File: config.mk
export PLATFORM = sky130hd
export DESIGN_NAME = ring_slot_allocator_fence_reclaim
export DESIGN_NICKNAME = d
export VERILOG_FILES = /design/src/hw/rtl/rsa_pkg.sv /design/src/hw/rtl/rsa_marker_mem.sv /design/src/hw/rtl/rsa_mod_unit.sv /design/src/hw/rtl/ring_slot_allocator_fence_reclaim.sv
export SDC_FILE = /design/constraint.sdc
export NUM_CORES = 2
export LEC_CHECK = 0
export BUFFER_PORTS_ARGS = -buffer_cell sky130_fd_sc_hd__buf_2
export CORE_MARGIN = 2
export CORE_UTILIZATION = 59
export CTS_BUF_LIST = sky130_fd_sc_hd__clkbuf_8
export DETAILED_ROUTE_END_ITERATION = 8
export MAX_ROUTING_LAYER = met4
export PLACE_DENSITY = 0.79
export SKIP_LAST_GASP = 1
export SLEW_MARGIN = 15
export SYNTH_ARGS = -nofsm -noshare
export SYNTH_HDL_FRONTEND = slang
export SYNTH_HIERARCHICAL = 1
export SYNTH_SLANG_ARGS = --single-unit
File: constraint.sdc
create_clock -name clk -period 11.45 [get_ports clk]
set_input_delay 0 -clock clk [delete_from_list [all_inputs] [get_ports clk]]
set_output_delay 0 -clock clk [all_outputs]
set_load 0.01 [all_outputs]
File: src/hw/rtl/rsa_pkg.sv
// Shared types and constants for the ring slot allocator with fence reclaim.
package rsa_pkg;

  localparam int HEAD_W   = 64;
  localparam int FENCE_W  = 64;
  localparam int CAP_W    = 17;
  localparam int BASE_W   = 20;
  localparam int SLOT_W   = 21;
  localparam int STATUS_W = 2;
  localparam int IN_DATA_W  = 152;
  localparam int OUT_DATA_W = 40;

  localparam logic [STATUS_W-1:0] ST_OK           = 2'd0;
  localparam logic [STATUS_W-1:0] ST_INVALID      = 2'd1;
  localparam logic [STATUS_W-1:0] ST_NO_SLOTS     = 2'd2;
  localparam logic [STATUS_W-1:0] ST_MARKERS_FULL = 2'd3;

  localparam logic CFG_RING_BASE     = 1'b0;
  localparam logic CFG_RING_CAPACITY = 1'b1;

  typedef struct packed {
    logic [FENCE_W-1:0] fence;
    logic [HEAD_W-1:0]  head;
  } marker_t;

  typedef struct packed {
    logic start;
    logic flush;
  } mod_ctrl_t;

  typedef struct packed {
    logic busy;
    logic done;
  } mod_stat_t;

endpackage

File: src/hw/rtl/rsa_marker_mem.sv
// Frame marker memory: one write port and one registered read port.
module rsa_marker_mem #(
  parameter int DEPTH = 8,
  parameter int AW    = 3
) (
  input  logic             clk,
  input  logic             wr_en,
  input  logic [AW-1:0]    wr_addr,
  input  rsa_pkg::marker_t wr_data,
  input  logic [AW-1:0]    rd_addr,
  output rsa_pkg::marker_t rd_data
);

  rsa_pkg::marker_t mem [DEPTH];

  always_ff @(posedge clk) begin
    if (wr_en) begin
      mem[wr_addr] <= wr_data;
    end
  end

  always_ff @(posedge clk) begin
    rd_data <= mem[rd_addr];
  end

endmodule

File: src/hw/rtl/rsa_mod_unit.sv
// Bit-serial remainder of the head total by the ring capacity.
module rsa_mod_unit (
  input  logic                       clk,
  input  logic                       rst_n,
  input  rsa_pkg::mod_ctrl_t         ctrl,
  input  logic [rsa_pkg::HEAD_W-1:0] dividend,
  input  logic [rsa_pkg::CAP_W-1:0]  divisor,
  output rsa_pkg::mod_stat_t         stat,
  output logic [rsa_pkg::CAP_W-1:0]  remainder
);

  localparam int CW = $clog2(rsa_pkg::HEAD_W);
  localparam logic [CW-1:0] LAST_STEP = CW'(rsa_pkg::HEAD_W - 1);

  logic                       busy_r;
  logic                       done_r;
  logic [CW-1:0]              cnt_r;
  logic [rsa_pkg::CAP_W-1:0]  rem_r;
  logic [rsa_pkg::HEAD_W-1:0] num_r;
  logic [rsa_pkg::CAP_W-1:0]  div_r;
  logic [rsa_pkg::CAP_W:0]    trial;
  logic [rsa_pkg::CAP_W:0]    rem_step;

  always_comb begin
    trial    = {rem_r, num_r[rsa_pkg::HEAD_W-1]};
    rem_step = (trial >= {1'b0, div_r}) ? trial - {1'b0, div_r} : trial;
  end

  always_ff @(posedge clk) begin
    if (!rst_n) begin
      busy_r <= 1'b0;
      done_r <= 1'b0;
      cnt_r  <= '0;
    end else begin
      done_r <= 1'b0;
      if (ctrl.flush) begin
        busy_r <= 1'b0;
      end else if (ctrl.start) begin
        busy_r <= 1'b1;
        cnt_r  <= '0;
      end else if (busy_r) begin
        cnt_r <= cnt_r + 1'b1;
        if (cnt_r == LAST_STEP) begin
          busy_r <= 1'b0;
          done_r <= 1'b1;
        end
      end
    end
  end

  always_ff @(posedge clk) begin
    if (ctrl.start) begin
      num_r <= dividend;
      div_r <= divisor;
      rem_r <= '0;
    end else if (busy_r) begin
      num_r <= {num_r[rsa_pkg::HEAD_W-2:0], 1'b0};
      rem_r <= rem_step[rsa_pkg::CAP_W-1:0];
    end
  end

  assign stat.busy = busy_r;
  assign stat.done = done_r;
  assign remainder = rem_r;

endmodule

File: src/hw/rtl/ring_slot_allocator_fence_reclaim.sv
// Top level of the ring slot allocator with fence-based reclaim.
//
//   port group   dir  fields (low bit first)
//   in_*         in   tuser: kind; tdata: slot_count, frame_fence, completed_fence
//   out_*        out  tdata: status, slot_index, in_flight
//   cfg_*        in   index 0 ring_base, index 1 ring_capacity
//
// An allocate beat is worked in S_ALLOC and its result is registered at the output.
// An end-of-frame beat steps through S_CHK, then S_RD and S_CHK for each retired marker,
// then S_MARK, one marker read from the marker memory per retire step.
// A write of a nonzero capacity holds off input while a bit-serial remainder
// rebuilds the head position.
// Reset is synchronous; the marker memory is not cleared, its fill count guards it.
// A stalled output holds its result; one more beat is taken and waits until it leaves.
module ring_slot_allocator_fence_reclaim #(
  parameter int MARKER_DEPTH = 8,
  parameter int MAX_SLOTS    = 65536
) (
  input  logic                           clk,
  input  logic                           rst_n,
  input  logic                           in_tvalid,
  output logic                           in_tready,
  // slot_count, frame_fence, completed_fence
  input  logic [rsa_pkg::IN_DATA_W-1:0]  in_tdata,
  // kind
  input  logic                           in_tuser,
  output logic                           out_tvalid,
  input  logic                           out_tready,
  // status, slot_index, in_flight
  output logic [rsa_pkg::OUT_DATA_W-1:0] out_tdata,
  input  logic                           cfg_wr_en,
  input  logic                           cfg_index,
  input  logic [rsa_pkg::BASE_W-1:0]     cfg_wdata
);

  localparam int AW = $clog2(MARKER_DEPTH);
  localparam int FW = $clog2(MARKER_DEPTH + 1);
  localparam logic [AW-1:0] LAST_ADDR = AW'(MARKER_DEPTH - 1);
  localparam logic [FW-1:0] FULL_FILL = FW'(MARKER_DEPTH);
  localparam logic [rsa_pkg::CAP_W-1:0] CAP_LIMIT =
    (MAX_SLOTS > 131071) ? 17'h1FFFF : 17'(MAX_SLOTS);

  localparam logic [2:0] S_IDLE  = 3'd0;
  localparam logic [2:0] S_ALLOC = 3'd1;
  localparam logic [2:0] S_RD    = 3'd2;
  localparam logic [2:0] S_CHK   = 3'd3;
  localparam logic [2:0] S_MARK  = 3'd4;

  logic [2:0]                     state_r, state_nxt;
  logic [rsa_pkg::BASE_W-1:0]     base_r;
  logic [rsa_pkg::CAP_W-1:0]      cap_r;
  logic [rsa_pkg::HEAD_W-1:0]     head_r, head_nxt;
  logic [rsa_pkg::CAP_W-1:0]      inflight_r, inflight_nxt;
  logic [rsa_pkg::CAP_W-1:0]      phys_r, phys_nxt;
  logic                           dirty_r, dirty_nxt;
  logic [AW-1:0]                  rd_ptr_r, rd_ptr_nxt;
  logic [AW-1:0]                  wr_ptr_r, wr_ptr_nxt;
  logic [FW-1:0]                  fill_r, fill_nxt;
  logic [rsa_pkg::HEAD_W-1:0]     last_head_r;
  logic                           kind_r;
  logic [rsa_pkg::CAP_W-1:0]      count_r;
  logic [rsa_pkg::FENCE_W-1:0]    ffence_r;
  logic [rsa_pkg::FENCE_W-1:0]    cfence_r;
  logic                           out_tvalid_r, out_tvalid_nxt;
  logic [rsa_pkg::OUT_DATA_W-1:0] out_tdata_r, out_tdata_nxt;

  logic [rsa_pkg::CAP_W-1:0]      live_cap;
  logic                           ld;
  logic                           accept;
  logic                           cap_write;
  logic [rsa_pkg::CAP_W:0]        phys_sum;
  logic                           wrap;
  logic [rsa_pkg::CAP_W-1:0]      pad;
  logic [rsa_pkg::CAP_W+1:0]      need;
  logic                           no_space;
  logic                           bad;
  logic [rsa_pkg::CAP_W-1:0]      offset;
  logic [rsa_pkg::CAP_W:0]        end_sum;
  logic [rsa_pkg::CAP_W-1:0]      phys_new;
  logic [rsa_pkg::SLOT_W-1:0]     slot;
  logic                           pop_ok;
  logic                           same_head;
  logic                           full;
  logic                           mem_wr_en;
  rsa_pkg::marker_t               mem_wr_data;
  rsa_pkg::marker_t               mem_rd_data;
  rsa_pkg::mod_ctrl_t             mod_ctrl;
  rsa_pkg::mod_stat_t             mod_stat;
  logic [rsa_pkg::CAP_W-1:0]      mod_rem;
  logic [rsa_pkg::HEAD_W-1:0]     pop_diff;

  rsa_marker_mem #(
    .DEPTH (MARKER_DEPTH),
    .AW    (AW)
  ) u_marker_mem (
    .clk     (clk),
    .wr_en   (mem_wr_en),
    .wr_addr (wr_ptr_r),
    .wr_data (mem_wr_data),
    .rd_addr (rd_ptr_r),
    .rd_data (mem_rd_data)
  );

  rsa_mod_unit u_mod_unit (
    .clk       (clk),
    .rst_n     (rst_n),
    .ctrl      (mod_ctrl),
    .dividend  (head_r),
    .divisor   (live_cap),
    .stat      (mod_stat),
    .remainder (mod_rem)
  );

  assign live_cap  = (cap_r > CAP_LIMIT) ? CAP_LIMIT : cap_r;
  assign ld        = !out_tvalid_r || out_tready;
  assign in_tready = (state_r == S_IDLE) && !(dirty_r && (live_cap != '0));
  assign accept    = in_tvalid && in_tready;
  assign cap_write = cfg_wr_en && (cfg_index == rsa_pkg::CFG_RING_CAPACITY);

  assign mod_ctrl.flush = cap_write;
  assign mod_ctrl.start = dirty_r && (live_cap != '0) && !mod_stat.busy &&
                          !mod_stat.done && !cap_write;

  always_comb begin
    phys_sum = {1'b0, phys_r} + {1'b0, count_r};
    wrap     = phys_sum > {1'b0, live_cap};
    pad      = wrap ? live_cap - phys_r : '0;
    need     = {2'b00, inflight_r} + {2'b00, pad} + {2'b00, count_r};
    no_space = need > {2'b00, live_cap};
    bad      = (live_cap == '0) || (count_r == '0) || (count_r > live_cap);
    offset   = wrap ? '0 : phys_r;
    end_sum  = {1'b0, offset} + {1'b0, count_r};
    phys_new = (end_sum == {1'b0, live_cap}) ? '0 : end_sum[rsa_pkg::CAP_W-1:0];
    slot     = rsa_pkg::SLOT_W'(base_r) + rsa_pkg::SLOT_W'(offset);
    pop_ok   = (fill_r != '0) && (mem_rd_data.fence <= cfence_r);
    pop_diff = head_r - mem_rd_data.head;
    same_head = (fill_r != '0) && (last_head_r == head_r);
    full      = fill_r == FULL_FILL;
    mem_wr_en = (state_r == S_MARK) && ld && !same_head && !full;
    mem_wr_data.fence = ffence_r;
    mem_wr_data.head  = head_r;
  end

  always_comb begin
    state_nxt      = state_r;
    head_nxt       = head_r;
    inflight_nxt   = inflight_r;
    phys_nxt       = phys_r;
    dirty_nxt      = dirty_r;
    rd_ptr_nxt     = rd_ptr_r;
    wr_ptr_nxt     = wr_ptr_r;
    fill_nxt       = fill_r;
    out_tvalid_nxt = out_tvalid_r && !out_tready;
    out_tdata_nxt  = out_tdata_r;

    if (mod_stat.done && !cap_write) begin
      phys_nxt  = mod_rem;
      dirty_nxt = 1'b0;
    end
    if (cap_write) begin
      dirty_nxt = 1'b1;
    end

    unique case (state_r)
      S_IDLE: begin
        if (accept) begin
          state_nxt = (in_tuser && (live_cap != '0)) ? S_CHK : S_ALLOC;
        end
      end
      S_ALLOC: begin
        if (ld) begin
          out_tvalid_nxt = 1'b1;
          state_nxt      = S_IDLE;
          if (bad) begin
            out_tdata_nxt = {inflight_r, {rsa_pkg::SLOT_W{1'b0}}, rsa_pkg::ST_INVALID};
          end else if (no_space) begin
            out_tdata_nxt = {inflight_r, {rsa_pkg::SLOT_W{1'b0}}, rsa_pkg::ST_NO_SLOTS};
          end else begin
            head_nxt      = head_r + rsa_pkg::HEAD_W'(pad) + rsa_pkg::HEAD_W'(count_r);
            inflight_nxt  = need[rsa_pkg::CAP_W-1:0];
            phys_nxt      = phys_new;
            out_tdata_nxt = {need[rsa_pkg::CAP_W-1:0], slot, rsa_pkg::ST_OK};
          end
        end
      end
      S_RD: begin
        state_nxt = S_CHK;
      end
      S_CHK: begin
        if (pop_ok) begin
          inflight_nxt = pop_diff[rsa_pkg::CAP_W-1:0];
          rd_ptr_nxt   = (rd_ptr_r == LAST_ADDR) ? '0 : rd_ptr_r + 1'b1;
          fill_nxt     = fill_r - 1'b1;
          state_nxt    = S_RD;
        end else begin
          state_nxt = S_MARK;
        end
      end
      S_MARK: begin
        if (ld) begin
          out_tvalid_nxt = 1'b1;
          state_nxt      = S_IDLE;
          if (!same_head && full) begin
            out_tdata_nxt = {inflight_r, {rsa_pkg::SLOT_W{1'b0}}, rsa_pkg::ST_MARKERS_FULL};
          end else begin
            out_tdata_nxt = {inflight_r, {rsa_pkg::SLOT_W{1'b0}}, rsa_pkg::ST_OK};
          end
          if (mem_wr_en) begin
            wr_ptr_nxt = (wr_ptr_r == LAST_ADDR) ? '0 : wr_ptr_r + 1'b1;
            fill_nxt   = fill_r + 1'b1;
          end
        end
      end
      default: begin
        state_nxt = S_IDLE;
      end
    endcase
  end

  always_ff @(posedge clk) begin
    if (!rst_n) begin
      state_r      <= S_IDLE;
      base_r       <= '0;
      cap_r        <= '0;
      head_r       <= '0;
      inflight_r   <= '0;
      phys_r       <= '0;
      dirty_r      <= 1'b0;
      rd_ptr_r     <= '0;
      wr_ptr_r     <= '0;
      fill_r       <= '0;
      out_tvalid_r <= 1'b0;
    end else begin
      state_r      <= state_nxt;
      head_r       <= head_nxt;
      inflight_r   <= inflight_nxt;
      phys_r       <= phys_nxt;
      dirty_r      <= dirty_nxt;
      rd_ptr_r     <= rd_ptr_nxt;
      wr_ptr_r     <= wr_ptr_nxt;
      fill_r       <= fill_nxt;
      out_tvalid_r <= out_tvalid_nxt;
      if (cfg_wr_en) begin
        if (cfg_index == rsa_pkg::CFG_RING_BASE) begin
          base_r <= cfg_wdata;
        end else begin
          cap_r <= cfg_wdata[rsa_pkg::CAP_W-1:0];
        end
      end
    end
  end

  always_ff @(posedge clk) begin
    out_tdata_r <= out_tdata_nxt;
    if (mem_wr_en) begin
      last_head_r <= head_r;
    end
    if (accept) begin
      kind_r   <= in_tuser;
      count_r  <= in_tdata[16:0];
      ffence_r <= in_tdata[80:17];
      cfence_r <= in_tdata[144:81];
    end
  end

  assign out_tvalid = out_tvalid_r;
  assign out_tdata  = out_tdata_r;

`ifndef ASSERT_OFF
  a_fill_bound: assert property (@(posedge clk) disable iff (!rst_n)
    fill_r <= FULL_FILL)
    else $error("marker fill count beyond depth");

  a_write_room: assert property (@(posedge clk) disable iff (!rst_n)
    mem_wr_en |-> (fill_r < FULL_FILL))
    else $error("marker written into a full store");

  a_one_beat: assert property (@(posedge clk) disable iff (!rst_n)
    (in_tvalid && in_tready) |=> !in_tready)
    else $error("input taken while a beat is in work");

  a_mod_dirty: assert property (@(posedge clk) disable iff (!rst_n)
    mod_stat.done |-> dirty_r)
    else $error("remainder finished without a pending capacity change");

  a_kind_route: assert property (@(posedge clk) disable iff (!rst_n)
    (state_r == S_CHK) |-> kind_r)
    else $error("allocate beat entered the reclaim path");
`endif

endmodule
Word level (Yosys, flattened, before mapping)
Memories as Yosys holds them, arrays and structs flattened. A register that Yosys moved wholly into a read port is not among the register bits.
Cells that the tools add are included.
- bits in registers: 505
- latch bits: 0
- RAM bits: 1024
- bits in read-only memories: 0
- input port bits: 179
- output and inout bits: 42
- word-level logic and storage cells: 164
- memories: 1
- add/subtract/negate cells: 15
- multiply operators: 0
- div/mod/pow operators: 0
- order comparisons: 6
- equality and inequality tests: 18
- shift operators: 0
- muxes and demuxes: 46
- bitwise operators: 6
- reductions and logical operators: 50
- memories (name ; depth ; bits a word ; rd ports ; clocked after memory_dff ; wr ports ; line ; source):
    u_marker_mem.mem ; 8 ; 128 ; 1 ; 1 ; 1 ; rsa_marker_mem.sv:14 ; rsa_pkg::marker_t mem [DEPTH];
- operators by type and width (cell ; number):
    17-bit two-way mux ; 14
    40-bit two-way mux ; 4
    64-bit by 17-bit adder with 64-bit output ; 2
    64-bit two-way mux ; 2
    40-bit one-hot mux with 2 select lines ; 1
    64-bit equality test ; 1
    64-bit <= comparator ; 1
    17-bit by 17-bit adder with 18-bit output ; 3
    17-bit subtractor ; 3
    17-bit logical NOT ; 2
    17-bit one-hot mux with 2 select lines ; 1
    20-bit by 17-bit adder with 21-bit output ; 1
    18-bit by 17-bit adder with 19-bit output ; 1
    19-bit by 17-bit > comparator with 1-bit output ; 1
    18-bit by 17-bit equality test with 1-bit output ; 1
    18-bit by 17-bit >= comparator with 1-bit output ; 1
    18-bit by 17-bit > comparator with 1-bit output ; 1
    17-bit > comparator ; 1
    17-bit > comparator (second input constant) ; 1
    17-bit nonzero test ; 1
    1-bit logical AND ; 16
    3-bit two-way mux ; 5
    2-bit inequality test (second input constant) ; 7
    4-bit two-way mux ; 3
    27 further kinds ; 67

Depth between registers and ports, before layout
- depth in word-level cells: 11
- depth in mapped cells: 43

By module
Netlist, hierarchy kept.
- modules (own cells, without submodules) (module ; times used ; cells an instance ; area each (um^2) ; sequential area each (um^2)):
    rsa_marker_mem ; 1 ; 1620 ; 41554.9 ; 33311.9
    ring_slot_allocator_fence_reclaim ; 1 ; 2493 ; 24921.4 ; 10480.1
    rsa_mod_unit ; 1 ; 399 ; 5162.5 ; 2932.8

Worst setup path after synthesis
No wires, ideal clock.
- kind: register to register
- start: register fill_r[0]
- end: memory u_marker_mem/mem[4][0] (netlist name), enable pin
- setup time: 0.772 ns
- data arrival time: 11.619 ns
- path slack: -0.941 ns
- cell stages (with the launch flop): 10
- path buffers: 0
- period minus slack after synthesis: 12.391 ns
- path through: dfxtp_1 nor4_1 nor3_1 nand3_1 nor3_1 nand4_1 nand2_1 inv_1 nand2_1 nor3_1
- longest elaborated chain between the ends: 7
- ends and longest elaborated chain (item ; line ; source):
    start: declaration ; ring_slot_allocator_fence_reclaim.sv:58 ; logic [FW-1:0] fill_r, fill_nxt;
    start signal: assignment ; ring_slot_allocator_fence_reclaim.sv:241 ; fill_r <= fill_nxt;
    4-bit nonzero test ; ring_slot_allocator_fence_reclaim.sv:137 ; same_head = (fill_r != '0) && (last_head_r == head_r);
    1-bit logical AND ; ring_slot_allocator_fence_reclaim.sv:137 ;
    1-bit logical NOT ; ring_slot_allocator_fence_reclaim.sv:139 ; mem_wr_en = (state_r == S_MARK) && ld && !same_head && !full;
    1-bit logical AND ; ring_slot_allocator_fence_reclaim.sv:139 ;
    1-bit logical AND * ; ring_slot_allocator_fence_reclaim.sv:139 ;
    via mem_wr_en ; ring_slot_allocator_fence_reclaim.sv:84 ; logic mem_wr_en;
    1-bit two-way mux * ; rsa_marker_mem.sv:17 ; if (wr_en) begin
    1-bit two-way mux (not written as such) * ; rsa_marker_mem.sv:18 ; mem[wr_addr] <= wr_data;
    end: declaration ; rsa_marker_mem.sv:14 ;
The timed path passes the listed nets; every way through them passes the cells marked *.

Final worst setup path
- start: register count_r[0] (netlist name)
- end: register phys_r[1] (netlist name)
- longest elaborated chain between the ends: 10
- ends and longest elaborated chain (item ; line ; source):
    start: declaration ; ring_slot_allocator_fence_reclaim.sv:61 ; logic [rsa_pkg::CAP_W-1:0] count_r;
    start signal: assignment ; ring_slot_allocator_fence_reclaim.sv:260 ; count_r <= in_tdata[16:0];
    17-bit by 17-bit adder with 18-bit output ; ring_slot_allocator_fence_reclaim.sv:125 ; phys_sum = {1'b0, phys_r} + {1'b0, count_r};
    18-bit by 17-bit > comparator with 1-bit output ; ring_slot_allocator_fence_reclaim.sv:126 ; wrap = phys_sum > {1'b0, live_cap};
    17-bit two-way mux (on tied branches) ; ring_slot_allocator_fence_reclaim.sv:127, ring_slot_allocator_fence_reclaim.sv:131 ;
    17-bit by 17-bit adder with 18-bit output (on tied branches) ; ring_slot_allocator_fence_reclaim.sv:128, ring_slot_allocator_fence_reclaim.sv:132 ;
    18-bit by 17-bit adder with 19-bit output / 18-bit by 17-bit equality test with 1-bit output (equally long branches) ; ring_slot_allocator_fence_reclaim.sv:128, ring_slot_allocator_fence_reclaim.sv:133 ;
    19-bit by 17-bit > comparator with 1-bit output / 17-bit two-way mux (equally long branches) ; ring_slot_allocator_fence_reclaim.sv:129, ring_slot_allocator_fence_reclaim.sv:133 ;
    17-bit two-way mux ; ring_slot_allocator_fence_reclaim.sv:176 ; end else if (no_space) begin
    17-bit two-way mux * ; ring_slot_allocator_fence_reclaim.sv:174 ; if (bad) begin
    17-bit two-way mux * ; ring_slot_allocator_fence_reclaim.sv:171 ; if (ld) begin
    17-bit two-way mux * ; ring_slot_allocator_fence_reclaim.sv:164 ; unique case (state_r)
    end signal: assignment ; ring_slot_allocator_fence_reclaim.sv:237 ; phys_r <= phys_nxt;
    end: declaration ; ring_slot_allocator_fence_reclaim.sv:54 ; logic [rsa_pkg::CAP_W-1:0] phys_r, phys_nxt;
Every way passes the cells marked *; elsewhere a longest branch is shown, timed or not.
A chain may end at the register's enable or synchronous reset.

==> Flow_metrics.wiki <==
{| class="wikitable"
! Metric !! Value
|-
| Kind of capture point of the worst setup path || flip-flop
|-
| Total CTS buffers || 190
|-
| Status || completed
|-
| DRT Wirelength || 152,000 µm
|-
| Drc violations || 0
|-
| Hold Path Stages || 5
|-
| Cell count after synthesis || 3,930
|-
| Final count of pins violating max slew || 0
|-
| Synthesized netlist net count || 4,407
|-
| Commonest non-fill, non-tap cell in the layout || sky130_fd_sc_hd__edfxtp_1
|-
| Filler instances || 5,974
|-
| Overall Global Routing Usage || 31.8%
|-
| Final weighted congestion of routability-driven global placement || 0.953
|-
| Htree depth || 4
|-
| Via count normalized by instance count || 6.19
|-
| Sum of negative setup slack || 0 ns
|-
| DRT iter0 DRCs || 4,230
|-
| Number of max-capacitance violations reported || 0
|-
| Die boundary height || 313 µm
|-
| Post-synthesis instance area || 0.0565 mm²
|-
| RSZ-0062 raised after global routing || no
|-
| Routed wire per std cell || 25.1 µm
|-
| Synthesis warning total || 6
|-
| Peak per-stage delay on the critical path || 0.53 ns
|-
| Final critical delay including setup and external delays || 10.48 ns
|-
| Required time of the worst setup path || 12.16 ns
|-
| # nets final || 5,078
|-
| Tightest Pin Transition || 1.28 ns
|-
| Least setup slack across all paths after layout || 0.968 ns
|-
| Crit Path Class || flip-flop to flip-flop
|-
| Maximum number of pins on one net before global-route repair || 79
|-
| Area of the core || 0.0949 mm²
|-
| Vias in the first global route || 37.9k
|-
| Number of endpoints with negative hold slack in the final report || 0
|-
| Cell at the root of the clock tree || sky130_fd_sc_hd__clkbuf_8
|-
| Worst-case vdd ir drop || 0.000132 V
|-
| Area taken by flip-flops and latches || 0.0345 mm²
|-
| TritonCTS clock tree || yes
|-
| Total setup violations reported at the end of the flow || 0
|-
| Half-perimeter wire length of the detailed placement result || 84,700 µm
|-
| Cts hold-fix bufs || 350
|-
| Initial Utilization || 59.5%
|-
| Timing-limited maximum frequency || 0.0954 GHz
|-
| Clock latency reported for the late side of the worst-skew pair || 0.90 ns
|-
| Total area of multi-input combinational cells || 0.0203 mm²
|-
| Fraction of final layout cells with drive strength greater than 1 || 19.1%
|-
| Headroom to the max-slew limit || 13.9%
|-
| Post-CTS Setup Inserts || 0
|-
| Commonest cells after routing, fill and taps aside || sky130_fd_sc_hd__edfxtp_1 (978), sky130_fd_sc_hd__dlygate4sd3_1 (350), sky130_fd_sc_hd__inv_1 (262)
|-
| Maximum net fanout on the critical path || 33
|-
| First-pass DRT Iterations || 8
|-
| Number of cell instances on the worst register-to-register path || 40
|-
| Share of the clock period used by the worst path || 91.5%
|-
| Number of cell rows || 113
|-
| Area growth from synthesis to layout || 17.0%
|-
| Class of the worst hold path || input pin to flip-flop
|-
| Total global routing overflow || 0
|-
| Worst path most repeated cell || sky130_fd_sc_hd__a21o_1
|-
| Final-layout worst hold slack || 0.200 ns
|-
| Count of port buffers added during placement || 213
|-
| Slowest-stage cell, CP || sky130_fd_sc_hd__a31oi_2
|-
| Place WS || 1.19 ns
|-
| Cts repair resizes || 0
|-
| Vias after detailed routing || 37.4k
|-
| Count of clock tree sinks || 1,234
|-
| Type of origin of the critical path || flip-flop
|-
| Die area || 0.0982 mm²
|-
| Buffers from clock root to sink, at most || 3
|-
| Worst path arrival time || 11.19 ns
|-
| Static power due to leakage || 0.0250 µW
|-
| Width of the chip || 313 µm
|-
| Clock-pin slew reported for the worst setup and hold paths after clock tree synthesis || 0.07 ns
|-
| Mean instance size in the synthesized netlist || 14.4 µm²
|-
| Pwr Density || 170 mW/mm²
|-
| Number of antenna violations at the first check in global routing || 7
|-
| First-pass GRT wire length || 228,000 µm
|-
| Post-detailed-route count of antenna-violating nets || 0
|-
| I/O Pins || 221
|-
| Skew final || 0.0646 ns
|}
layer usage:
| metal | global-route usage [%] | up-vias | wire, µm |
|---|---|---|---|
| met1 | 40.4 | 18400 | 58000 |
| li1 | - | 16400 | - |
| met5 | - | - | 0 |
| met4 | 13.5 | 0 | 6430 |
| met2 | 51.2 | 2117 | 73700 |
| met3 | 5.32 | 448 | 13300 |
power by group:
group | leakage, µW | internal (µW) | switching, µW
Clock | 0.00225 | 1900 | 1840
Combinational | 0.0117 | 929 | 1320
Sequential | 0.0111 | 5040 | 165
state kept, by name, summed over array words and instances (netlist names), 40 cells and up:
| name | flops |
|---|---|
| cfence_r | 64 |
| ffence_r | 64 |
| u_marker_mem/mem | 648 |
| out_tdata | 40 |
| u_marker_mem/rd_data | 81 |
| head_r | 64 |
| u_mod_unit/num_r | 64 |
| last_head_r | 64 |
critical path, delay by kind of cell (launching register included):
family / cells / cell delay, ns
compound gates: 25 / 5.75
fa+ha+maj: 6 / 2.07
simple gates: 6 / 1.24
flops: 1 / 0.52
buf+inv: 1 / 0.44
xor+xnor: 2 / 0.29
final timing paths:
kind	slack, ns	to	start
setup / recovery	0.97	phys_r[1]$_SDFF_PN0_	count_r[0]$_DFFE_PP_
hold / removal	0.20	out_tvalid$_SDFF_PN0_	out_tready
setup reg to reg	0.97	phys_r[1]$_SDFF_PN0_	count_r[0]$_DFFE_PP_
hold reg to reg	0.46	base_r[8]$_SDFFE_PN0P_	base_r[8]$_SDFFE_PN0P_
layout make-up:
type | count | share of cell area, %
diodes | 4 | 0.0151
clock buffers | 216 | 4.50
clock inverters | 142 | 1.29
inverters | 193 | 1.10
multi-input cells | 2352 | 30.8
flip-flops and latches | 1234 | 52.2
well taps | 1265 | 2.40
repair buffers | 630 | 7.68
stage by stage:
stage	util [%]	instances	area, µm²	total power [µW]
finish	69.6	6036	66100	11200
global placement	61.9	5324	58700	7300
global route	69.6	6036	66100	11600
CTS	69.6	6032	66100	11100
detailed placement	61.9	5324	58700	7350
floorplan	-	3930	56500	6750
No activity file was read; power rests on OpenSTA's default activity.
